===== config.mk =====
export PLATFORM = sky130hd
export DESIGN_NAME = dual_bounded_fifo_transfer_core_flat
export DESIGN_NICKNAME = d
export VERILOG_FILES = /design/src/design/dbft_pkg.sv /design/src/design/dbft_if.sv /design/src/design/dbft_queue.sv /design/src/design/dbft_ctrl.sv /design/src/design/dual_bounded_fifo_transfer_core.sv /design/src/flat_wrapper.sv
export SDC_FILE = /design/constraint.sdc
export NUM_CORES = 1
export LEC_CHECK = 0
export BUFFER_PORTS_ARGS = -buffer_cell sky130_fd_sc_hd__buf_2
export CAP_MARGIN = 20
export CORE_ASPECT_RATIO = 1.5
export CORE_UTILIZATION = 56
export DETAILED_ROUTE_END_ITERATION = 7
export GPL_ROUTABILITY_DRIVEN = 0
export PLACE_DENSITY = 0.75
export SKIP_CTS_REPAIR_TIMING = 1
export SLEW_MARGIN = 25
export SYNTH_ARGS = -nofsm -noshare
export SYNTH_HDL_FRONTEND = slang
export SYNTH_SLANG_ARGS = --single-unit

===== constraint.sdc =====
create_clock -name clk -period 5.2 [get_ports clk]
set_input_delay 0 -clock clk [delete_from_list [all_inputs] [get_ports clk]]
set_output_delay 0 -clock clk [all_outputs]
set_load 0.03 [all_outputs]

===== src/design/dbft_pkg.sv =====
// Shared types and constants for the dual bounded FIFO transfer core.
// No dependencies; every other design file imports this package.
package dbft_pkg;

  localparam int WORD_W     = 32;
  localparam int FUNC_W     = 3;
  localparam int CAP_W      = 4;
  localparam int CFG_IDX_W  = 2;
  localparam int DBFT_DEPTH = 8;

  localparam logic [CAP_W-1:0] CAP_RESET = CAP_W'(5);

  // Operation codes carried in the func field
  localparam logic [FUNC_W-1:0] FUNC_PUSH_FIRST  = FUNC_W'(0);
  localparam logic [FUNC_W-1:0] FUNC_TRANSFER    = FUNC_W'(1);
  localparam logic [FUNC_W-1:0] FUNC_POP_SECOND  = FUNC_W'(2);
  localparam logic [FUNC_W-1:0] FUNC_READ_FIRST  = FUNC_W'(3);
  localparam logic [FUNC_W-1:0] FUNC_READ_SECOND = FUNC_W'(4);

  // Configuration register indexes
  localparam logic [CFG_IDX_W-1:0] CFG_CAP_FIRST  = CFG_IDX_W'(0);
  localparam logic [CFG_IDX_W-1:0] CFG_CAP_SECOND = CFG_IDX_W'(1);

  typedef enum logic [1:0] {
    ST_OK        = 2'd0,
    ST_OVERFLOW  = 2'd1,
    ST_UNDERFLOW = 2'd2,
    ST_DROPPED   = 2'd3
  } dbft_status_t;

  typedef enum logic [2:0] {
    S_IDLE,
    S_EXEC,
    S_XFER,
    S_POP,
    S_READ
  } dbft_state_t;

  // Per-queue command from the sequencer
  typedef struct packed {
    logic push;
    logic pop;
    logic rd_en;
  } dbft_qcmd_t;

endpackage


===== src/design/dbft_if.sv =====
// Handshake channel interfaces: input items, result items, configuration writes.
// Depends on dbft_pkg for field widths.
interface dbft_in_if;
  import dbft_pkg::*;
  logic                     valid;
  logic                     ready;
  logic [FUNC_W-1:0]        func;
  logic signed [WORD_W-1:0] value;
  modport source (output valid, func, value, input ready);
  modport sink   (input valid, func, value, output ready);
endinterface

interface dbft_out_if;
  import dbft_pkg::*;
  logic                     valid;
  logic                     ready;
  logic [1:0]               status;
  logic signed [WORD_W-1:0] data;
  logic                     last;
  modport source (output valid, status, data, last, input ready);
  modport sink   (input valid, status, data, last, output ready);
endinterface

interface dbft_cfg_if;
  import dbft_pkg::*;
  logic                 valid;
  logic                 ready;
  logic [CFG_IDX_W-1:0] index;
  logic [CAP_W-1:0]     data;
  modport source (output valid, index, data, input ready);
  modport sink   (input valid, index, data, output ready);
endinterface


===== src/design/dbft_queue.sv =====
// One bounded circular queue: word memory with a registered read port,
// head pointer, fill count and full flag. Depends on dbft_pkg.
module dbft_queue #(
  parameter int  DEPTH = dbft_pkg::DBFT_DEPTH,
  localparam int AW    = (DEPTH > 1) ? $clog2(DEPTH) : 1,
  localparam int CW    = $clog2(DEPTH + 1)
) (
  input  logic                        clk,
  input  logic                        rst,
  input  logic [dbft_pkg::CAP_W-1:0]  cap,
  input  dbft_pkg::dbft_qcmd_t        cmd,
  input  logic [dbft_pkg::WORD_W-1:0] push_data,
  input  logic [AW-1:0]               rd_ofs,
  output logic [dbft_pkg::WORD_W-1:0] rd_data,
  output logic [CW-1:0]               count,
  output logic                        full
);
  import dbft_pkg::*;

  localparam int MW = (CW > CAP_W) ? CW : CAP_W;
  localparam logic [AW:0]    DEPTH_X   = (AW + 1)'(DEPTH);
  localparam logic [AW-1:0]  HEAD_LAST = AW'(DEPTH - 1);
  localparam logic [CW-1:0]  COUNT_MAX = CW'(DEPTH);

  logic [WORD_W-1:0] mem [DEPTH];
  logic [AW-1:0]     head;
  logic [AW:0]       rd_sum;
  logic [AW:0]       wr_sum;
  logic [AW-1:0]     rd_addr;
  logic [AW-1:0]     wr_addr;

  always_comb begin
    rd_sum  = {1'b0, head} + {1'b0, rd_ofs};
    wr_sum  = {1'b0, head} + (AW + 1)'(count);
    rd_addr = (rd_sum >= DEPTH_X) ? AW'(rd_sum - DEPTH_X) : rd_sum[AW-1:0];
    wr_addr = (wr_sum >= DEPTH_X) ? AW'(wr_sum - DEPTH_X) : wr_sum[AW-1:0];
  end

  // Capacity 0 acts as 1, capacity above DEPTH acts as DEPTH
  always_comb begin
    if (cap == '0) begin
      full = (count != '0);
    end else begin
      full = (MW'(count) >= MW'(cap)) || (count == COUNT_MAX);
    end
  end

  always_ff @(posedge clk) begin
    if (rst) begin
      head  <= '0;
      count <= '0;
    end else if (cmd.push) begin
      count <= count + CW'(1);
    end else if (cmd.pop) begin
      head  <= (head == HEAD_LAST) ? '0 : head + AW'(1);
      count <= count - CW'(1);
    end
  end

  always_ff @(posedge clk) begin
    if (cmd.push) begin
      mem[wr_addr] <= push_data;
    end
    if (cmd.rd_en) begin
      rd_data <= mem[rd_addr];
    end
  end

endmodule


===== src/design/dbft_ctrl.sv =====
// Sequencer: takes one item, drives both queues through their shared read
// offset, and fills the result register. Depends on dbft_pkg and dbft_if.
module dbft_ctrl #(
  parameter int  DEPTH = dbft_pkg::DBFT_DEPTH,
  localparam int AW    = (DEPTH > 1) ? $clog2(DEPTH) : 1,
  localparam int CW    = $clog2(DEPTH + 1)
) (
  input  logic                        clk,
  input  logic                        rst,
  dbft_in_if.sink                     item,
  dbft_out_if.source                  result,
  input  logic [CW-1:0]               count_first,
  input  logic                        full_first,
  input  logic [dbft_pkg::WORD_W-1:0] rd_data_first,
  input  logic [CW-1:0]               count_second,
  input  logic                        full_second,
  input  logic [dbft_pkg::WORD_W-1:0] rd_data_second,
  output dbft_pkg::dbft_qcmd_t        cmd_first,
  output dbft_pkg::dbft_qcmd_t        cmd_second,
  output logic [AW-1:0]               rd_ofs,
  output logic [dbft_pkg::WORD_W-1:0] push_word
);
  import dbft_pkg::*;

  dbft_state_t       state;
  dbft_state_t       state_next;
  logic [FUNC_W-1:0] func;
  logic [WORD_W-1:0] value;
  logic [AW-1:0]     idx;
  logic [AW-1:0]     idx_next;

  logic              out_valid;
  dbft_status_t      out_status;
  logic [WORD_W-1:0] out_data;
  logic              out_last;

  logic              out_free;
  logic              accept;
  logic              func_known;
  logic              read_first;
  logic [CW-1:0]     sel_count;
  logic [WORD_W-1:0] sel_data;
  logic              is_last;

  logic              emit;
  dbft_status_t      emit_status;
  logic [WORD_W-1:0] emit_data;
  logic              emit_last;

  assign item.ready    = (state == S_IDLE);
  assign accept        = item.valid && item.ready;
  assign out_free      = !out_valid || result.ready;
  assign func_known    = (item.func == FUNC_PUSH_FIRST) || (item.func == FUNC_TRANSFER) ||
                         (item.func == FUNC_POP_SECOND) || (item.func == FUNC_READ_FIRST) ||
                         (item.func == FUNC_READ_SECOND);
  assign read_first    = (func == FUNC_READ_FIRST);
  assign sel_count     = read_first ? count_first : count_second;
  assign sel_data      = read_first ? rd_data_first : rd_data_second;
  assign is_last       = (CW'(idx) + CW'(1)) == sel_count;

  assign result.valid  = out_valid;
  assign result.status = out_status;
  assign result.data   = out_data;
  assign result.last   = out_last;

  // Next state
  always_comb begin
    state_next = state;
    case (state)
      S_IDLE: begin
        if (accept && func_known) state_next = S_EXEC;
      end
      S_EXEC: begin
        if (out_free) begin
          case (func)
            FUNC_TRANSFER:   state_next = (count_first == '0) ? S_IDLE : S_XFER;
            FUNC_POP_SECOND: state_next = (count_second == '0) ? S_IDLE : S_POP;
            FUNC_READ_FIRST,
            FUNC_READ_SECOND: state_next = (sel_count == '0) ? S_IDLE : S_READ;
            default:         state_next = S_IDLE;
          endcase
        end
      end
      S_XFER, S_POP: begin
        if (out_free) state_next = S_IDLE;
      end
      S_READ: begin
        if (out_free && is_last) state_next = S_IDLE;
      end
      default: state_next = S_IDLE;
    endcase
  end

  // Queue commands and result loading
  always_comb begin
    cmd_first   = '0;
    cmd_second  = '0;
    rd_ofs      = '0;
    idx_next    = idx;
    emit        = 1'b0;
    emit_status = ST_OK;
    emit_data   = '0;
    emit_last   = 1'b1;
    push_word   = (state == S_XFER) ? rd_data_first : value;
    case (state)
      S_EXEC: begin
        if (out_free) begin
          case (func)
            FUNC_PUSH_FIRST: begin
              emit = 1'b1;
              if (full_first) begin
                emit_status = ST_OVERFLOW;
              end else begin
                cmd_first.push = 1'b1;
              end
            end
            FUNC_TRANSFER: begin
              if (count_first == '0) begin
                emit        = 1'b1;
                emit_status = ST_UNDERFLOW;
              end else begin
                cmd_first.rd_en = 1'b1;
              end
            end
            FUNC_POP_SECOND: begin
              if (count_second == '0) begin
                emit        = 1'b1;
                emit_status = ST_UNDERFLOW;
              end else begin
                cmd_second.rd_en = 1'b1;
              end
            end
            FUNC_READ_FIRST, FUNC_READ_SECOND: begin
              if (sel_count == '0) begin
                emit        = 1'b1;
                emit_status = ST_UNDERFLOW;
              end else if (read_first) begin
                cmd_first.rd_en = 1'b1;
              end else begin
                cmd_second.rd_en = 1'b1;
              end
            end
            default: ;
          endcase
        end
      end
      S_XFER: begin
        if (out_free) begin
          emit          = 1'b1;
          cmd_first.pop = 1'b1;
          if (full_second) begin
            emit_status = ST_DROPPED;
          end else begin
            cmd_second.push = 1'b1;
            emit_data       = rd_data_first;
          end
        end
      end
      S_POP: begin
        if (out_free) begin
          emit           = 1'b1;
          cmd_second.pop = 1'b1;
          emit_data      = rd_data_second;
        end
      end
      S_READ: begin
        if (out_free) begin
          emit      = 1'b1;
          emit_data = sel_data;
          emit_last = is_last;
          if (!is_last) begin
            // fetch the next word while this one goes out
            idx_next = idx + AW'(1);
            rd_ofs   = idx + AW'(1);
            if (read_first) begin
              cmd_first.rd_en = 1'b1;
            end else begin
              cmd_second.rd_en = 1'b1;
            end
          end
        end
      end
      default: ;
    endcase
  end

  always_ff @(posedge clk) begin
    if (rst) begin
      state     <= S_IDLE;
      out_valid <= 1'b0;
      idx       <= '0;
    end else begin
      state <= state_next;
      idx   <= accept ? '0 : idx_next;
      if (emit) begin
        out_valid <= 1'b1;
      end else if (result.ready) begin
        out_valid <= 1'b0;
      end
    end
  end

  always_ff @(posedge clk) begin
    if (accept) begin
      func  <= item.func;
      value <= item.value;
    end
    if (emit) begin
      out_status <= emit_status;
      out_data   <= emit_data;
      out_last   <= emit_last;
    end
  end

endmodule


===== src/design/dual_bounded_fifo_transfer_core.sv =====
// Two bounded FIFOs of 32-bit words with a transfer path from the first to
// the second. One item is handled at a time. With the result register free,
// push loads its result in S_EXEC; transfer and pop read the queue head in
// S_EXEC and load their result in S_XFER or S_POP; a readout reads its first
// word in S_EXEC and loads each word in S_READ while it fetches the next. An
// empty transfer, pop or readout loads its underflow result in S_EXEC. The
// block is ready again in the cycle after an item's last result is loaded.
// Each queue memory has a registered read port, which the sequencer visits
// once per word. Results wait in an output register until taken; a result
// waiting there holds the sequencer. Configuration writes are taken in every
// cycle. Depends on dbft_pkg, dbft_if, dbft_queue and dbft_ctrl.
module dual_bounded_fifo_transfer_core #(
  parameter int DEPTH = dbft_pkg::DBFT_DEPTH
) (
  input  logic        clk,
  input  logic        rst,
  dbft_in_if.sink     item,
  dbft_out_if.source  result,
  dbft_cfg_if.sink    cfg
);
  import dbft_pkg::*;

  localparam int AW = (DEPTH > 1) ? $clog2(DEPTH) : 1;
  localparam int CW = $clog2(DEPTH + 1);

  logic [CAP_W-1:0]  cap_first;
  logic [CAP_W-1:0]  cap_second;
  dbft_qcmd_t        cmd_first;
  dbft_qcmd_t        cmd_second;
  logic [AW-1:0]     rd_ofs;
  logic [WORD_W-1:0] push_word;
  logic [WORD_W-1:0] rd_data_first;
  logic [WORD_W-1:0] rd_data_second;
  logic [CW-1:0]     count_first;
  logic [CW-1:0]     count_second;
  logic              full_first;
  logic              full_second;

  assign cfg.ready = 1'b1;

  always_ff @(posedge clk) begin
    if (rst) begin
      cap_first  <= CAP_RESET;
      cap_second <= CAP_RESET;
    end else if (cfg.valid) begin
      if (cfg.index == CFG_CAP_FIRST)  cap_first  <= cfg.data;
      if (cfg.index == CFG_CAP_SECOND) cap_second <= cfg.data;
    end
  end

  dbft_queue #(.DEPTH(DEPTH)) u_queue_first (
    .clk       (clk),
    .rst       (rst),
    .cap       (cap_first),
    .cmd       (cmd_first),
    .push_data (push_word),
    .rd_ofs    (rd_ofs),
    .rd_data   (rd_data_first),
    .count     (count_first),
    .full      (full_first)
  );

  dbft_queue #(.DEPTH(DEPTH)) u_queue_second (
    .clk       (clk),
    .rst       (rst),
    .cap       (cap_second),
    .cmd       (cmd_second),
    .push_data (push_word),
    .rd_ofs    (rd_ofs),
    .rd_data   (rd_data_second),
    .count     (count_second),
    .full      (full_second)
  );

  dbft_ctrl #(.DEPTH(DEPTH)) u_ctrl (
    .clk            (clk),
    .rst            (rst),
    .item           (item),
    .result         (result),
    .count_first    (count_first),
    .full_first     (full_first),
    .rd_data_first  (rd_data_first),
    .count_second   (count_second),
    .full_second    (full_second),
    .rd_data_second (rd_data_second),
    .cmd_first      (cmd_first),
    .cmd_second     (cmd_second),
    .rd_ofs         (rd_ofs),
    .push_word      (push_word)
  );

endmodule


===== src/flat_wrapper.sv =====
// flat-port wrapper written by rule: the top's interface ports become plain ports
module dual_bounded_fifo_transfer_core_flat import dbft_pkg::*;
#(
  parameter int DEPTH = dbft_pkg::DBFT_DEPTH
)
  (clk, rst, item_valid, item_func, item_value, item_ready, result_valid, result_status, result_data, result_last, result_ready, cfg_valid, cfg_index, cfg_data, cfg_ready);
  dbft_in_if item_i ();
  dbft_out_if result_i ();
  dbft_cfg_if cfg_i ();
  input  logic clk;
  input  logic rst;
  input wire logic [$bits(item_i.valid)-1:0] item_valid;
  input wire logic [$bits(item_i.func)-1:0] item_func;
  input wire logic [$bits(item_i.value)-1:0] item_value;
  output wire logic [$bits(item_i.ready)-1:0] item_ready;
  output wire logic [$bits(result_i.valid)-1:0] result_valid;
  output wire logic [$bits(result_i.status)-1:0] result_status;
  output wire logic [$bits(result_i.data)-1:0] result_data;
  output wire logic [$bits(result_i.last)-1:0] result_last;
  input wire logic [$bits(result_i.ready)-1:0] result_ready;
  input wire logic [$bits(cfg_i.valid)-1:0] cfg_valid;
  input wire logic [$bits(cfg_i.index)-1:0] cfg_index;
  input wire logic [$bits(cfg_i.data)-1:0] cfg_data;
  output wire logic [$bits(cfg_i.ready)-1:0] cfg_ready;
  assign item_i.valid = item_valid;
  assign item_i.func = item_func;
  assign item_i.value = item_value;
  assign item_ready = item_i.ready;
  assign result_valid = result_i.valid;
  assign result_status = result_i.status;
  assign result_data = result_i.data;
  assign result_last = result_i.last;
  assign result_i.ready = result_ready;
  assign cfg_i.valid = cfg_valid;
  assign cfg_i.index = cfg_index;
  assign cfg_i.data = cfg_data;
  assign cfg_ready = cfg_i.ready;
  dual_bounded_fifo_transfer_core #(.DEPTH(DEPTH)) u_core (.clk(clk), .rst(rst), .item(item_i), .result(result_i), .cfg(cfg_i));
endmodule

**Yosys cells after proc, flatten, opt, wreduce, memory -nomap -nowiden**

Memories as Yosys holds them, arrays and structs flattened. A register that Yosys moved wholly into a read port is not among the register bits.
Index checks and enable logic that the tools add are counted.

- Register bits after elaboration: 99
- RAM bits: 512
- Output and inout bits: 38
- Memories kept: 2

- Add/sub/neg operators: 16
- Order comparisons: 6
- Equality and inequality tests: 22
- Mux-type cells: 79
- Bitwise logic cells: 3
- Reduce and logical (&&, ||, !) cells: 36

Memory list:

| memory | words | width | rd ports | clocked after Yosys merged registers in | write ports | RTL line | RTL |
|---|---|---|---|---|---|---|---|
| u_core.u_queue_first.mem | 8 | 32 | 1 | 1 | 1 | dbft_queue.sv:25 | `logic [WORD_W-1:0] mem [DEPTH];` |
| u_core.u_queue_second.mem | 8 | 32 | 1 | 1 | 1 | dbft_queue.sv:25 |  |

Operators with widths:

| cell | count |
|---|---|
| $mux 32 | 6 |
| $pmux 32 s3 | 1 |
| $mux 3 | 14 |
| $mux 1 | 35 |
| $logic_not 4->1 | 5 |
| $mux 4 | 5 |
| $eq 3x2->1 const B | 6 |
| $ge 4x4->1 const B | 4 |
| $mux 2 | 8 |
| $eq 3x3->1 const B | 5 |
| $pmux 3 s4 | 1 |
| $sub 3x1->3 const B | 4 |
| $pmux 1 s2 | 5 |
| $reduce_and 2->1 | 5 |
| $add 3x1->3 const B | 3 |
| $eq 3x1->1 const B | 3 |
| $logic_not 3->1 | 3 |
| $pmux 3 s3 | 1 |
| $add 3x3->4 | 2 |
| $add 3x4->4 | 2 |
| $add 4x1->4 const B | 2 |
| $eq 4x4->1 const B | 2 |
| $ge 4x4->1 | 2 |
| $pmux 2 s4 | 1 |
| 19 further kinds | 37 |

**Depth between registers and ports, before layout**

- Word-level depth: 9
- Mapped depth: 14
- Depth with buffers taken out: 13

**Modules after synthesis**

A second synthesis with hierarchy kept.

- Cell total of the unflattened synthesis: 1338
- Area, all modules: 27078.5 um^2

Modules (own cells, without submodules):

| module | times used | cells an instance | area each (um^2) | sequential area each (um^2) |
|---|---|---|---|---|
| dbft_queue (u_core.u_queue_second) | 1 | 487 | 11541.1 | 8788.4 |
| dbft_queue (u_core.u_queue_first) | 1 | 488 | 11534.8 | 8788.4 |
| dbft_ctrl | 1 | 328 | 3646.0 | 2242.2 |
| dual_bounded_fifo_transfer_core | 1 | 35 | 356.6 | 160.2 |

**Least setup slack after synthesis**

No wires, ideal clock.

- Path type: register -> register
- From: reg u_core.u_queue_second.count[0]
- To: mem u_core.u_queue_second.mem[0][0], enable pin
- Library setup time: 0.513 ns
- Arrival: 5.156 ns
- Slack: -0.469 ns
- Stages on the path, launching flop included: 8
- Path buffers: 0
- Period minus slack after synthesis: 5.669 ns
- Cell sequence: dfxtp_1 inv_1 ha_1 nand2b_1 a21o_1 a211o_1 a211o_1 nor4b_1

- Longest elaborated chain between the ends: 8
- Elaborated cells on any way between the ends: 14

Ends and longest elaborated chain:

| element | RTL line | RTL |
|---|---|---|
| start, declared | dbft_queue.sv:15 | `output logic [CW-1:0] count,` |
| start signal, assigned | dbft_queue.sv:53 | `count <= count + CW'(1);` |
| start signal, assigned | dbft_queue.sv:56 | `count <= count - CW'(1);` |
| $ge 4x4->1 / $eq 4x4->1 (equally long branches) | dbft_queue.sv:44 | `full = (MW'(count) >= MW'(cap)) \|\| (count == COUNT_MAX);` |
| $logic_or 1x1->1 | dbft_queue.sv:44 |  |
| $mux 1 | dbft_queue.sv:41 | `if (cap == '0) begin` |
| $mux 1 | dbft_ctrl.sv:151 | `if (full_second) begin` |
| $mux 1 | dbft_ctrl.sv:148 | `if (out_free) begin` |
| $mux 1 | dbft_ctrl.sv:105 | `case (state)` |
| $mux 1 | dbft_queue.sv:61 | `if (cmd.push) begin` |
| $mux 1 (not written as such) | dbft_queue.sv:62 | `mem[wr_addr] <= push_data;` |
| end, declared | dbft_queue.sv:25 |  |

Several ways; a longest one is shown, not always the timed one.

**Worst setup path in the final report**

- From: reg u_core.u_ctrl.func[2]
- To: reg u_core.u_queue_first.rd_data[2] (netlist bit), read port of u_core.u_queue_first.mem, data pin

- Longest elaborated chain between the ends: 9
- Elaborated cells on any way between the ends: 21

Ends and longest elaborated chain:

| element | RTL line | RTL |
|---|---|---|
| start, declared | dbft_ctrl.sv:27 | `logic [FUNC_W-1:0] func;` |
| start signal, assigned | dbft_ctrl.sv:205 | `func <= item.func;` |
| $eq 3x2->1 | dbft_ctrl.sv:56, dbft_ctrl.sv:108 |  |
| $mux 4 | dbft_ctrl.sv:57 | `assign sel_count = read_first ? count_first : count_second;` |
| $eq 4x4->1 | dbft_ctrl.sv:59 | `assign is_last = (CW'(idx) + CW'(1)) == sel_count;` |
| $mux 3 | dbft_ctrl.sv:171 | `if (!is_last) begin` |
| $mux 3 | dbft_ctrl.sv:167 | `if (out_free) begin` |
| $mux 3 | dbft_ctrl.sv:105 |  |
| $add 3x3->4 | dbft_queue.sv:33 | `rd_sum = {1'b0, head} + {1'b0, rd_ofs};` |
| $ge 4x4->1 / $sub 3x1->3 (equally long branches) | dbft_queue.sv:35 | `rd_addr = (rd_sum >= DEPTH_X) ? AW'(rd_sum - DEPTH_X) : rd_sum[AW-1:0];` |
| $mux 3 | dbft_queue.sv:35 |  |
| end, declared | dbft_queue.sv:14 | `output logic [dbft_pkg::WORD_W-1:0] rd_data,` |

Several ways; a longest one is shown, not always the timed one.
A chain may end at the register's enable or synchronous reset.

==> results.json <==
{
  "synth_top_area_cell": "edfxtp_1",
  "grt_pass1_vias": 13141,
  "die_h_um": 269,
  "synth_area_leaders": "edfxtp_1 (73%), mux4_2 (11%), mux2_4 (3.4%)",
  "power_frac_clock_pct": 38.9,
  "fillers": 2979,
  "num_antenna_cells": 0,
  "synth_edf_count": 646,
  "yosysMostFrequentCell": "edfxtp_1",
  "p_sw_w": 0.00219,
  "yosysSeqAreaShare_pct": 75.2,
  "grt_pass1_wl_mm": 82.3,
  "clk_pin_slew_worst_paths_ps": 60,
  "vias": 12829,
  "crit_required_ps": 5560,
  "cts-htree-levels": 2,
  "synth_top_area_share_pct": 73.0,
  "cts_tree": "done",
  "drt-total-wl_mm": 56.3,
  "first_pass_iters": 7,
  "hold_viol_final": 2,
  "synth.top_cells.by_count": "edfxtp_1 (646), mux4_2 (128), mux2_4 (60), nor2_1 (43), clkbuf_1 (41)",
  "pin_count": 84,
  "async_reset_ff_share_pct": 0,
  "cts_buffers": 59,
  "r2r_cells": 12,
  "dp_hpwl_mm": 30.6,
  "synth_warnings": 0,
  "clk_latency_ps": 610,
  "antenna_found_initial": 0,
  "drv_cap": 0,
  "seqCellArea_um2": 20000,
  "syn_area_per_cell_um2": 21.4,
  "relSlewSlack_pct": 33.4,
  "regToRegSetupSlack_ps": 570,
  "coreArea_um2": 46700,
  "initial_core_util_pct": 56.9,
  "hold_ws_ps": -62.1,
  "design_area_um2": 30300,
  "dpl_cell_area_um2": 28000,
  "path_max_fanout": 21,
  "violations": "design-rule violations, negative hold slack",
  "final_util_pct": 64.9,
  "critPathKind": "reg2reg",
  "multi_input_area_um2": 6420,
  "p_int_w": 0.00844,
  "netlist_area_um2": 26600,
  "final_antenna_net_count": 0,
  "min_period_ps": 4630,
  "hold_end": "u_core.cap_second[1]",
  "slew_viol_final": 0,
  "drive_gt1_share_pct": 31.9,
  "comb_power_share_pct": 3.7,
  "clockRootBuffer": "clkbuf_16",
  "die-area_um2": 48300,
  "irDropWorstVdd_v": 0.000279,
  "max_freq_ghz": 0.216,
  "critPathArrivalTime_ps": 4980,
  "hp-class": "in2reg",
  "finClkSkew_ps": 22.0,
  "syn2layout_area_growth_pct": 14.2,
  "synthFlopType": "edfxtp_1",
  "routedWlPerCell_um": 27.3,
  "whs_path_depth": 4,
  "cts.sinks": 675,
  "power_frac_seq_pct": 57.4,
  "finalSetupViolCount": 0,
  "overflow": 0,
  "power_density_nw_per_um2": 350,
  "post-route-period-util_pct": 88.9,
  "clock_path_buffers": 3,
  "grt_start_max_net_pins": 38,
  "swShare_pct": 20.6,
  "placementRows": 97,
  "rsz0062_at_grt": "false",
  "critPathCaptureType": "register",
  "grt_use_total_pct": 23.6,
  "drcViolationCount": 8,
  "status": "finished, violations left",
  "viasPerCell": 6.23,
  "die_x_um": 180,
  "worstHoldStart": "cfg_index[0]",
  "worstMarginPinSlew_ps": 996,
  "ys_ff_latch": 675,
  "dr.first_iter.drc_count": 1077,
  "worst_setup_path_start_kind": "register",
  "synth_cell_types": 58,
  "syn_nets": 1314,
  "r2r-end": "u_core.u_queue_first.rd_data[2]",
  "regToRegStartpoint": "u_core.u_ctrl.func[2]",
  "p_leak_nw": 10.0,
  "fin_nets": 1493,
  "port-buffer-count": 82,
  "synthCells": 1241
}
## layout by cell type, fill, tap and decap left out, drive strengths merged, types with 11 or more instances in the layout
cell	instances
a21oi	21
a22o	32
buf	125
clkbuf	73
clkinv	26
dfxtp	29
dlygate4sd3	51
edfxtp	646
ha	21
inv	19
mux2	96
mux2i	11
mux4	128
nand2	18
nor2	43
nor3	13
xnor2	16
## metal layers
layer,up-vias,wire (µm),global-route usage (%)
met1,6791,21300,28.6
li1,5455,-,-
met3,106,2900,3.19
met5,-,0,0
met2,477,30300,43.1
met4,0,1800,9.06
## metrics by stage
stage          setup TNS [ps]  power [W]  setup WS, ps  instances  hold slack (ps)
3_5_place_dp                0    0.00658           556       1902              178
2_1_floorplan           -5220    0.00645         -81.5       1241             98.9
3_3_place_gp                0    0.00656           633       1901              176
4_1_cts                     0     0.0107           526       2009             -466
6_report                    0     0.0106           575       2060            -62.1
5_1_grt                     0     0.0109           292       2060             30.3
## worst max-delay path, cell delays in order (launching register included)
cell,delay [ps]
edfxtp_1,600
nand3b_4,270
mux2i_1,250
xnor2_1,130
nand4_4,170
nand3_1,210
nor2_1,370
ha_4,180
inv_1,50
fa_4,1070
buf_4,410
mux4_2,380
mux2_4,280
## sequential cells by signal, summed over array words and instances (netlist names), 3 cells and up
signal	flops
u_core.u_queue_first.count	4
u_core.u_queue_second.rd_data	32
u_core.u_queue_first.mem	256
u_core.u_ctrl.func	3
u_core.u_queue_second.head	3
u_core.u_ctrl.result.data	32
u_core.u_ctrl.state	3
u_core.u_queue_first.rd_data	32
u_core.u_queue_first.head	3
u_core.u_ctrl.value	32
u_core.cap_first	4
u_core.cap_second	4
u_core.u_queue_second.count	4
u_core.u_ctrl.idx	3
u_core.u_queue_second.mem	256
## cells by family after synthesis
family | count (synthesis) | synth area share [%]
and+or+nand+nor | 123 | 2.57
xor gates and xnor gates | 21 | 0.833
muxes | 235 | 16.2
adders and majority gates | 28 | 1.48
buffers and inverters | 75 | 1.39
AOI/OAI and AO/OA | 83 | 2.34
DFF | 675 | 75.2
other | 1 | 0.0141
## how the worst max path moves through the flow
stage | endpoint | from | cells after the start
after floorplan | u_core.u_queue_first.mem[0][0] | u_core.u_queue_first.count[0] | 7
after global placement | u_core.u_queue_second.rd_data[30] | u_core.u_ctrl.func[2] | 13
after detailed placement | u_core.u_queue_second.rd_data[21] | u_core.u_ctrl.func[2] | 13
after CTS | u_core.u_queue_second.rd_data[21] | u_core.u_ctrl.func[2] | 13
after global routing | u_core.u_queue_second.rd_data[24] | u_core.u_ctrl.func[2] | 13
final | u_core.u_queue_first.rd_data[2] | u_core.u_ctrl.func[2] | 12
## area by class of cell
type | instances | share of cell area (%)
inverters | 17 | 0.210
clock inverters | 34 | 0.763
well taps | 594 | 2.45
clock buffers | 73 | 5.18
repair buffers | 176 | 4.36
flip-flops and latches | 675 | 65.9
multi-input cells | 491 | 21.2
## power groups by stage
stage / combinational (W) / clock, W / sequential, W
CTS: 0.000364 / 0.00419 / 0.00610
detailed placement: 0.000363 / 0 / 0.00622
floorplan: 0.000204 / 0 / 0.00624
global placement: 0.000345 / 0 / 0.00622
finish: 0.000391 / 0.00413 / 0.00610
global route: 0.000424 / 0.00439 / 0.00610
Note: power is estimated with default switching activity, not from simulation.
